`src/sv/ecmc_pkg.sv`:
```
// Shared types and codes for the encoder counted motion controller.
// No dependencies; imported by ecmc_core and the top level.
package ecmc_pkg;

    // item opcodes
    localparam logic [2:0] OP_ROT_L  = 3'd0;
    localparam logic [2:0] OP_ROT_R  = 3'd1;
    localparam logic [2:0] OP_FWD    = 3'd2;
    localparam logic [2:0] OP_PIV_L  = 3'd3;
    localparam logic [2:0] OP_PIV_R  = 3'd4;
    localparam logic [2:0] OP_PULSE_L = 3'd5;
    localparam logic [2:0] OP_PULSE_R = 3'd6;
    localparam logic [2:0] OP_ABORT  = 3'd7;

    // move modes
    localparam logic [2:0] MODE_IDLE  = 3'd0;
    localparam logic [2:0] MODE_ROT_L = 3'd1;
    localparam logic [2:0] MODE_ROT_R = 3'd2;
    localparam logic [2:0] MODE_FWD   = 3'd3;
    localparam logic [2:0] MODE_PIV_L = 3'd4;
    localparam logic [2:0] MODE_PIV_R = 3'd5;

    // configuration register indexes
    localparam logic [1:0] CFG_COUNTS_PER_DEG = 2'd0;
    localparam logic [1:0] CFG_COUNTS_PER_CM  = 2'd1;
    localparam logic [1:0] CFG_LEFT_TRIM      = 2'd2;

    localparam logic [3:0]  CPD_RESET  = 4'd2;
    localparam logic [15:0] CPCM_RESET = 16'd4191;  // ~16.3711 in Q8.8
    localparam logic [9:0]  TRIM_RESET = 10'd80;

    typedef struct packed {
        logic [3:0]  counts_per_degree;
        logic [15:0] counts_per_cm_q8;
        logic [9:0]  left_trim;
    } cfg_t;

    // left_duty sits in the lowest bits
    typedef struct packed {
        logic        done_res;
        logic        busy_res;
        logic        drive_enable;
        logic        right_reverse;
        logic        left_reverse;
        logic [15:0] right_duty;
        logic [15:0] left_duty;
    } result_t;

endpackage

```
`src/sv/ecmc_core.sv`:
```
// Move state, pulse counters and end-of-move test for one item per cycle while fire is high.
// Depends on ecmc_pkg.
module ecmc_core
    import ecmc_pkg::*;
#(
    parameter int COUNT_WIDTH = 20
) (
    input  logic             aclk,
    input  logic             aresetn,
    input  logic             fire,
    input  logic [2:0]       opcode,
    input  logic [15:0]      speed,
    input  logic [11:0]      amount,
    input  cfg_t             cfg,
    output result_t          res
);

    localparam logic [32:0] CNT_MAX = (33'd1 << COUNT_WIDTH) - 33'd1;
    localparam logic [COUNT_WIDTH-1:0] CNT_ONE = {{(COUNT_WIDTH-1){1'b0}}, 1'b1};

    logic [COUNT_WIDTH-1:0] left_pulses_reg, left_pulses_next;
    logic [COUNT_WIDTH-1:0] right_pulses_reg, right_pulses_next;
    logic [COUNT_WIDTH-1:0] target_reg, target_next;
    logic [2:0]             mode_reg, mode_next;
    logic [15:0]            left_duty_reg, left_duty_next;
    logic [15:0]            right_duty_reg, right_duty_next;
    logic [1:0]             dir_reg, dir_next;      // bit0 left, bit1 right reverse
    logic                   enable_reg, enable_next;

    logic [15:0]            prod_deg;
    logic [27:0]            prod_cm;
    logic [COUNT_WIDTH-1:0] tgt_deg, tgt_cm;
    logic                   is_cmd;
    logic                   left_over, right_over, fin;

    function automatic logic [COUNT_WIDTH-1:0] sat_count(input logic [31:0] v);
        logic [32:0] w;
        w = {1'b0, v};
        if (w > CNT_MAX)
            sat_count = CNT_MAX[COUNT_WIDTH-1:0];
        else
            sat_count = w[COUNT_WIDTH-1:0];
    endfunction

    assign prod_deg = {4'd0, amount} * {12'd0, cfg.counts_per_degree};
    assign prod_cm  = {16'd0, amount} * {12'd0, cfg.counts_per_cm_q8};
    assign tgt_deg  = sat_count({16'd0, prod_deg});
    assign tgt_cm   = sat_count({12'd0, prod_cm[27:8]});
    assign is_cmd   = (opcode == OP_ROT_L) || (opcode == OP_ROT_R) || (opcode == OP_FWD)
                   || (opcode == OP_PIV_L) || (opcode == OP_PIV_R);

    always_comb begin
        left_pulses_next  = left_pulses_reg;
        right_pulses_next = right_pulses_reg;
        target_next       = target_reg;
        mode_next         = mode_reg;
        left_duty_next    = left_duty_reg;
        right_duty_next   = right_duty_reg;
        dir_next          = dir_reg;
        enable_next       = enable_reg;

        if (is_cmd) begin
            left_pulses_next  = '0;
            right_pulses_next = '0;
            enable_next       = 1'b1;
        end

        case (opcode)
            OP_ROT_L: begin
                mode_next       = MODE_ROT_L;
                dir_next        = 2'b01;
                left_duty_next  = speed;
                right_duty_next = speed;
                target_next     = tgt_deg;
            end
            OP_ROT_R: begin
                mode_next       = MODE_ROT_R;
                dir_next        = 2'b10;
                left_duty_next  = speed;
                right_duty_next = speed;
                target_next     = tgt_deg;
            end
            OP_FWD: begin
                mode_next       = MODE_FWD;
                dir_next        = 2'b00;
                left_duty_next  = speed + {6'd0, cfg.left_trim};
                right_duty_next = speed;
                target_next     = tgt_cm;
            end
            OP_PIV_L: begin
                mode_next       = MODE_PIV_L;
                dir_next        = 2'b00;
                left_duty_next  = speed;
                right_duty_next = 16'd0;
                target_next     = tgt_cm;
            end
            OP_PIV_R: begin
                mode_next       = MODE_PIV_R;
                dir_next        = 2'b00;
                left_duty_next  = 16'd0;
                right_duty_next = speed;
                target_next     = tgt_cm;
            end
            OP_PULSE_L: begin
                if (!(&left_pulses_reg))
                    left_pulses_next = left_pulses_reg + CNT_ONE;
            end
            OP_PULSE_R: begin
                if (!(&right_pulses_reg))
                    right_pulses_next = right_pulses_reg + CNT_ONE;
            end
            default: begin
                mode_next       = MODE_IDLE;
                left_duty_next  = 16'd0;
                right_duty_next = 16'd0;
            end
        endcase

        // a fresh command has zero counts and cannot finish on its own beat,
        // so the test only needs the stored target
        left_over  = left_pulses_next > target_reg;
        right_over = right_pulses_next > target_reg;
        fin        = 1'b0;
        if (!is_cmd && (mode_next != MODE_IDLE)) begin
            if (mode_next == MODE_PIV_L)
                fin = left_over;
            else if (mode_next == MODE_PIV_R)
                fin = right_over;
            else
                fin = left_over && right_over;
        end
        if (fin) begin
            mode_next       = MODE_IDLE;
            left_duty_next  = 16'd0;
            right_duty_next = 16'd0;
        end

        res.left_duty     = left_duty_next;
        res.right_duty    = right_duty_next;
        res.left_reverse  = dir_next[0];
        res.right_reverse = dir_next[1];
        res.drive_enable  = enable_next;
        res.busy_res      = (mode_next != MODE_IDLE);
        res.done_res      = fin;
    end

    always_ff @(posedge aclk) begin
        if (!aresetn) begin
            left_pulses_reg  <= '0;
            right_pulses_reg <= '0;
            target_reg       <= '0;
            mode_reg         <= MODE_IDLE;
            left_duty_reg    <= 16'd0;
            right_duty_reg   <= 16'd0;
            dir_reg          <= 2'b00;
            enable_reg       <= 1'b0;
        end else if (fire) begin
            left_pulses_reg  <= left_pulses_next;
            right_pulses_reg <= right_pulses_next;
            target_reg       <= target_next;
            mode_reg         <= mode_next;
            left_duty_reg    <= left_duty_next;
            right_duty_reg   <= right_duty_next;
            dir_reg          <= dir_next;
            enable_reg       <= enable_next;
        end
    end

    a_cmd_clears_counts: assert property (@(posedge aclk) disable iff (!aresetn)
        fire && is_cmd |=> left_pulses_reg == '0 && right_pulses_reg == '0)
        else $error("pulse counts not cleared by a command");

    a_abort_stops: assert property (@(posedge aclk) disable iff (!aresetn)
        fire && opcode == OP_ABORT |=> mode_reg == MODE_IDLE
            && left_duty_reg == 16'd0 && right_duty_reg == 16'd0)
        else $error("abort left the wheels driven");

    a_done_idle: assert property (@(posedge aclk) disable iff (!aresetn)
        fire && res.done_res |-> !res.busy_res && res.left_duty == 16'd0
            && res.right_duty == 16'd0)
        else $error("done flagged while still driving");

    a_enable_sticky: assert property (@(posedge aclk) disable iff (!aresetn)
        enable_reg |=> enable_reg)
        else $error("drive enable dropped");

    a_no_done_on_cmd: assert property (@(posedge aclk) disable iff (!aresetn)
        fire && is_cmd |-> !res.done_res && res.busy_res)
        else $error("command beat finished immediately");

endmodule

```
`src/sv/encoder_counted_motion_control.sv`:
```
// Encoder counted motion controller: an input beat reaches the result beat through
// the input register, then the state update into the result register.
// Throughput one beat per cycle unless m_tready stalls the result stage; the move state is updated once per beat.
// Reset (aresetn low, synchronous) clears both stages, the move state and counts,
// and returns the configuration registers to their defaults.
// Depends on ecmc_pkg and ecmc_core.
module encoder_counted_motion_control
    import ecmc_pkg::*;
#(
    parameter int COUNT_WIDTH = 20
) (
    input  logic        aclk,
    input  logic        aresetn,
    input  logic        s_tvalid,
    output logic        s_tready,
    input  logic [31:0] s_tdata,    // speed[15:0], amount[27:16], zero pad
    input  logic [2:0]  s_tuser,    // opcode[2:0]
    output logic        m_tvalid,
    input  logic        m_tready,
    // left_duty[15:0], right_duty[31:16], left_reverse[32], right_reverse[33],
    // drive_enable[34], busy_res[35], done_res[36], zero pad
    output logic [39:0] m_tdata,
    input  logic        cfg_we,
    input  logic [1:0]  cfg_index,
    input  logic [15:0] cfg_data
);

    cfg_t        cfg_reg;
    logic        in_valid_reg;
    logic [2:0]  opcode_reg;
    logic [15:0] speed_reg;
    logic [11:0] amount_reg;
    logic        out_valid_reg;
    result_t     res_reg;
    result_t     res_next;
    logic        fire;

    assign fire     = in_valid_reg && (!out_valid_reg || m_tready);
    assign s_tready = !in_valid_reg || fire;
    assign m_tvalid = out_valid_reg;
    assign m_tdata  = {3'b000, res_reg};

    always_ff @(posedge aclk) begin
        if (!aresetn) begin
            cfg_reg.counts_per_degree <= CPD_RESET;
            cfg_reg.counts_per_cm_q8  <= CPCM_RESET;
            cfg_reg.left_trim         <= TRIM_RESET;
        end else if (cfg_we) begin
            unique case (cfg_index)
                CFG_COUNTS_PER_DEG: cfg_reg.counts_per_degree <= cfg_data[3:0];
                CFG_COUNTS_PER_CM:  cfg_reg.counts_per_cm_q8  <= cfg_data;
                CFG_LEFT_TRIM:      cfg_reg.left_trim         <= cfg_data[9:0];
                default: ;
            endcase
        end
    end

    // input stage
    always_ff @(posedge aclk) begin
        if (!aresetn)
            in_valid_reg <= 1'b0;
        else if (s_tvalid && s_tready)
            in_valid_reg <= 1'b1;
        else if (fire)
            in_valid_reg <= 1'b0;
    end

    always_ff @(posedge aclk) begin
        if (s_tvalid && s_tready) begin
            opcode_reg <= s_tuser;
            speed_reg  <= s_tdata[15:0];
            amount_reg <= s_tdata[27:16];
        end
    end

    ecmc_core #(
        .COUNT_WIDTH(COUNT_WIDTH)
    ) u_core (
        .aclk    (aclk),
        .aresetn (aresetn),
        .fire    (fire),
        .opcode  (opcode_reg),
        .speed   (speed_reg),
        .amount  (amount_reg),
        .cfg     (cfg_reg),
        .res     (res_next)
    );

    // result stage
    always_ff @(posedge aclk) begin
        if (!aresetn)
            out_valid_reg <= 1'b0;
        else if (fire)
            out_valid_reg <= 1'b1;
        else if (m_tready)
            out_valid_reg <= 1'b0;
    end

    always_ff @(posedge aclk) begin
        if (fire)
            res_reg <= res_next;
    end

endmodule
```
`config.mk`:
```
export PLATFORM = sky130hd
export DESIGN_NAME = encoder_counted_motion_control
export DESIGN_NICKNAME = d
export VERILOG_FILES = /design/src/sv/ecmc_pkg.sv /design/src/sv/ecmc_core.sv /design/src/sv/encoder_counted_motion_control.sv
export SDC_FILE = /design/constraint.sdc
export NUM_CORES = 1
export LEC_CHECK = 0
export BUFFER_PORTS_ARGS = -buffer_cell sky130_fd_sc_hd__clkbuf_2
export CELL_PAD_IN_SITES_DETAIL_PLACEMENT = 1
export CELL_PAD_IN_SITES_GLOBAL_PLACEMENT = 2
export CORE_ASPECT_RATIO = 1.2
export CORE_MARGIN = 4
export CORE_UTILIZATION = 39
export CTS_CLUSTER_SIZE = 24
export DETAILED_ROUTE_END_ITERATION = 10
export GPL_TIMING_DRIVEN = 0
export PLACE_DENSITY = 0.85
export SYNTH_ARGS = -nofsm -noshare
export SYNTH_HDL_FRONTEND = slang
export SYNTH_HIERARCHICAL = 1
export SYNTH_SLANG_ARGS = --single-unit
```
`constraint.sdc`:
```
create_clock -name aclk -period 7 [get_ports aclk]
set_input_delay 0.7 -clock aclk [delete_from_list [all_inputs] [get_ports aclk]]
set_output_delay 0.7 -clock aclk [all_outputs]
set_load 0.02 [all_outputs]
```
# After elaboration in Yosys (flattened, before gate mapping)
# Index checks and enable logic that the tools add are counted.
[op_classes]
add_sub_neg = 3
multipliers = 2
magnitude_cmp = 2
n_eq_ne = 10
n_mux = 22
n_reduce_logical = 31
[op_table]
columns = ["op", "n"]
rows = [
  ["$mux 20", 6],
  ["$pmux 16 s3", 1],
  ["$add 20x1->20 const B", 2],
  ["$gt 20x20->1", 2],
  ["$pmux 20 s2", 1],
  ["$reduce_and 20->1", 2],
  ["$mux 16", 2],
  ["$pmux 16 s2", 1],
  ["$mul 12x16->28", 1],
  ["$pmux 3 s6", 1],
  ["$add 16x10->16", 1],
  ["$mul 12x4->16", 1],
  ["$eq 3x3->1 const B", 5],
  ["$mux 1", 8],
  ["$reduce_and 2->1", 4],
  ["$eq 3x2->1 const B", 2],
  ["$logic_or 1x1->1", 6],
  ["$pmux 2 s3", 1],
  ["$reduce_bool 2->1", 3],
  ["$reduce_bool 3->1", 2],
  ["$reduce_or 3->1", 2],
  ["$logic_and 1x1->1", 4],
  ["$reduce_or 2->1", 2],
  ["$reduce_or 4->1", 1],
  ["other kinds (7)", 9],
]
[totals]
reg_bits = 198
inputBits = 58
out_inout_bits = 42
word_cells = 93

# Longest topological paths before layout
[logic_depth]
depth_word = 15
ltp_mapped = 22
depth_no_buf = 21

# Hierarchy
# Netlist, hierarchy kept.
[by_module_without_submodules]
columns = ["mod", "n_inst", "cells_each", "area_each_um2", "seq_area_each_um2"]
rows = [
  ["ecmc_core", 1, 1774, 14114.8, 1961.9],
  ["encoder_counted_motion_control", 1, 205, 3364.5, 2682.6],
]

# Worst setup path before layout
# Ideal clock, no wire load.
[synth_timing]
path_type = "reg-to-reg"
start = "register amount_reg[8]"
end = "register u_core.target_reg[13]"
setup_ns = 0.128
arrival_ns = 5.712
t_required_ns = 6.872
slack_ns = 1.159
path_stages_with_launch = 21
path_buffers = 1
period_less_slack_ns = 5.841
path_cell_list = "edfxtp_1 > clkbuf_1 > nand2_1 > fa_1 > inv_1 > fa_1 > fa_1 > fa_1 > inv_1 > fa_1 > inv_1 > ha_1 > a21o_1 > a31o_1 > or4_4 > o211a_4 > a311o_2 > a21oi_2 > xnor2_1 > a221oi_1 > a211oi_1"
[synth_between]
elab_chain_cells = 2
elab_cells_between_ends = 3
cone_classes = "2 x mul; 1 x mux"
[synth_rtl]
columns = ["element", "line_no", "rtl"]
rows = [
  ["start, declared", "encoder_counted_motion_control.sv:32", "logic [11:0] amount_reg;"],
  ["start signal, assigned", "encoder_counted_motion_control.sv:72", "amount_reg <= s_tdata[27:16];"],
  ["$mul 12x16->28 or $mul 12x4->16 (tied branches)", "ecmc_core.sv:46, ecmc_core.sv:45", ""],
  ["$pmux 20 s2 *", "ecmc_core.sv:68", "case (opcode)"],
  ["end signal, assigned", "ecmc_core.sv:160", "target_reg <= target_next;"],
  ["end, declared", "ecmc_core.sv:23", "logic [COUNT_WIDTH-1:0] target_reg, target_next;"],
]
# Mark *: on every way between the ends. The rest lies on a longest branch, timed or not.
# A chain may end at the register's enable or synchronous reset.

# Final worst setup path
[layout_timing]
start = "register cfg_reg[12] (netlist bit)"
end = "register u_core.target_reg[13]"
[layout_between]
elab_chain_cells = 2
[layout_rtl]
columns = ["element", "line_no", "rtl"]
rows = [
  ["start, declared", "encoder_counted_motion_control.sv:28", "cfg_t cfg_reg;"],
  ["$mul 12x16->28", "ecmc_core.sv:46", "assign prod_cm = {16'd0, amount} * {12'd0, cfg.counts_per_cm_q8};"],
  ["$pmux 20 s2", "ecmc_core.sv:68", ""],
]
# Every way passes these cells.

==> run metrics <==
largest net degree at the start of global routing=30; Root Driver=clkbuf_16; DRT iter0 DRCs=about 540; die height=between 200 and 250 um; vias in the first global route=about 16000; first-pass GRT wire length=88.8 mm; leak pwr=between 8 and 9 nW; grt total ovfl=0; Reg2Reg Depth=19; GRT Overall Usage=23.4%; commonest non-fill, non-tap cell in the layout=nand2_1; Power per Cell Area=~240 nW/um2; relative slew slack=between 40 and 50%; WHS=around 0.4 ns; endpoints failing hold=0; Startpoint Class=flip-flop; unrepaired setup endpoints after global routing=no; critical path arrival=around 7 ns; Worst Setup SP=cfg_reg[12]$_SDFFE_PN1P_; WL/cell=21.0 um; placed cell area=18700 um2; IR drop worst, VDD=~0.00031 V; WS Path Type=flip-flop to flip-flop; pre-CTS setup slack=about 0.34 ns; worst-case clock buffer depth=2; TritonCTS Sinks=just under 200; CP endpoint=u_core/target_reg[13]$_SDFFE_PN0P_; Mapped Avg Cell Area=just under 9 um2; Final min period=6.66 ns; Min-Delay Path Class=primary input to flip-flop; Top FF cell, synth=dfxtp_1; post-synthesis sequential area ratio=between 20% and 30%; Worst R2R Setup Slack=0.34 ns; max cap viols=0; number of flip-flops in the largest register=37; #FFs+latches synth=~200; final setup fails=0; Vias per Instance=5.44; Die Footprint=approximately 48000 um2; ant diodes=0; DRT Pass-1 Iters=5; Net Sw Frac=42.2%; CTS tree=yes; core area=about 44000 um2; design area=19300 um2; share of post-route cells with drive strength above 1=8.93%; CP endpoint kind=flip-flop; Synth cell types=89; DRC=0; Final ANT Viol Nets=0; Warnings, synthesis=6; Skew-Pair Late Insertion Delay=~0.46 ns; die extent in x=between 200 and 250 um; initial antenna violation count=1; sequential share of power=27.8%; outcome=finished, final reports clean; Worst Path Required=roughly 7.4 ns; setup TNS=0 ns; final worst path period share=a little over nine tenths; Worst Tran Pin Value=0.883 ns; Netlist Area Pre-Place=roughly 17000 um2; Crit Path Max Fanout=10; total CTS buffers=17; final net count=approximately 2400; CTS clock-pin slew for the worst setup and hold paths=roughly 0.080 ns; clock share of power=between 20% and 30%; # IOs=100; Worst Skew=0.0124 ns; fmax=~150 MHz; Final Power=around 0.0046 W; Cells after Synth=1979; H-tree depth=4; Slew Limit Fails=0; I/O Buffers=90; via count=~14000; Post-CTS Setup Inserts=0; Layout area overhead=10.4%; FF-to-FF Start=cfg_reg[12]$_SDFFE_PN1P_; Post-synth ARST share=0%; final wirelength=approximately 56 mm; HPWL Detailed=between 40 and 50 mm; Cell Int Power=~0.0027 W; worst hold start=s_tdata[2]; P_sw=0.00195 W; commonest non-fill, non-tap cells in the layout=nand2_1, inv_1, fa_1, nor2_1, ha_1; Post-synth EDFFs=between 60 and 70; Logic pwr share=between 40 and 50%; Rows=between 80 and 90; GP Congestion=approximately 0.88; FF-to-FF End=u_core/target_reg[13]$_SDFFE_PN0P_; starting density of the core=39.7%; final setup margin=around 0.34 ns
-- kinds of logic after synthesis --
kind of cell               after synthesis  share of synthesized area, %
muxes                                   37                          2.14
and+or+nand+nor                        672                          18.1
buffers and inverters                  357                          8.24
adders and majority gates              294                          27.9
AOI/OAI and AO/OA                      363                          14.1
xor gates and xnor gates                57                          2.86
other                                    1                        0.0215
DFF                                    198                          26.6
-- worst max-delay path, stage by stage, from the launching register on --
cell      delay, ns
dfxtp_1        0.52
clkbuf_1       0.49
and2_1         0.23
fa_1           0.46
fa_1           0.53
fa_1           0.55
fa_1           0.55
inv_1          0.05
fa_1           0.53
inv_1          0.04
ha_1           0.34
a21o_1         0.20
a31o_1         0.22
or4_4          0.43
o211a_4        0.27
a311o_2        0.42
a21oi_2        0.15
xnor2_1        0.19
a221oi_1       0.15
a211oi_1       0.25
-- how the worst min path moves through the flow --
stage                                                       to  slack, ns  depth (start not counted)
after floorplan             u_core/target_reg[10]$_SDFFE_PN0P_       0.43                          2
after global placement    u_core/left_duty_reg[5]$_SDFFE_PN0P_       0.44                          2
after detailed placement  u_core/left_duty_reg[5]$_SDFFE_PN0P_       0.45                          2
after CTS                               speed_reg[2]$_DFFE_PP_       0.38                          1
after global routing                    speed_reg[2]$_DFFE_PP_       0.38                          1
final                                   speed_reg[2]$_DFFE_PP_       0.41                          1
-- what timing repair did --
item | in CTS | in global routing
hold buffers | 0 | 0
setup endpoints to repair | 0 | 1
resized for setup | 0 | 2
-- power groups by stage --
stage	sequential, W	clock [W]	combinational [W]
after floorplan	0.00131	0	0.00164
after global placement	0.00131	0	0.00226
after detailed placement	0.00131	0	0.00233
after CTS	0.00128	0.00106	0.00234
after global routing	0.00129	0.00110	0.00264
final	0.00128	0.00103	0.00231
-- area by class of cell --
class                           count  area (um2)
Clock buffer                       19         433
Tap cell                          559         699
Multi-Input combinational cell   1426       11400
Inverter                          239         897
Buffer                            118         544
Fill cell                        5230       24700
Clock inverter                     13         158
Timing Repair Buffer               92         498
Sequential cell                   198        4640
-- routing by layer --
metal	GRT usage [%]	vias to the layer above	part of all wire, %
met1	27.9	7356	42
met2	43.8	228	52
met3	2.27	92	2.4
li1	-	6804	-
met5	0	-	0.023
met4	8.66	2	3.7
-- Yosys cell counts (all sizes together) (5+ instances only) --
cell type,instances,area [um2]
clkbuf,85,339
or4,5,45.0
and3,8,50.1
o211ai,11,82.6
xor2,28,245
a32o,5,50.1
inv,239,897
edfxtp,68,2040
a21oi,92,464
nor4,6,43.8
mux2i,34,340
nor3,24,120
a31oi,10,75.1
nand4b,5,43.8
nand2,285,1070
nor2,136,513
or3,8,55.1
o31ai,12,100
or2,7,43.8
fa,160,3200
nand4,18,113
o21ai,73,373
dfxtp,130,2600
nand3,35,175
o21a,17,128
nor2b,26,163
and2,84,526
a21o,27,203
a211oi,13,110
xnor2,29,254
ha,134,1680
nand2b,8,50.1
buf,33,204
a21boi,9,67.6
a22o,20,175
a22oi,34,255
-- per-stage QoR --
stage	utilization, %	cells
after floorplan	-	1981
after global placement	42.3	2630
after detailed placement	42.5	2632
after CTS	43.8	2664
after global routing	43.8	2664
final	43.8	2664
Power figures use the tool's default switching activity.
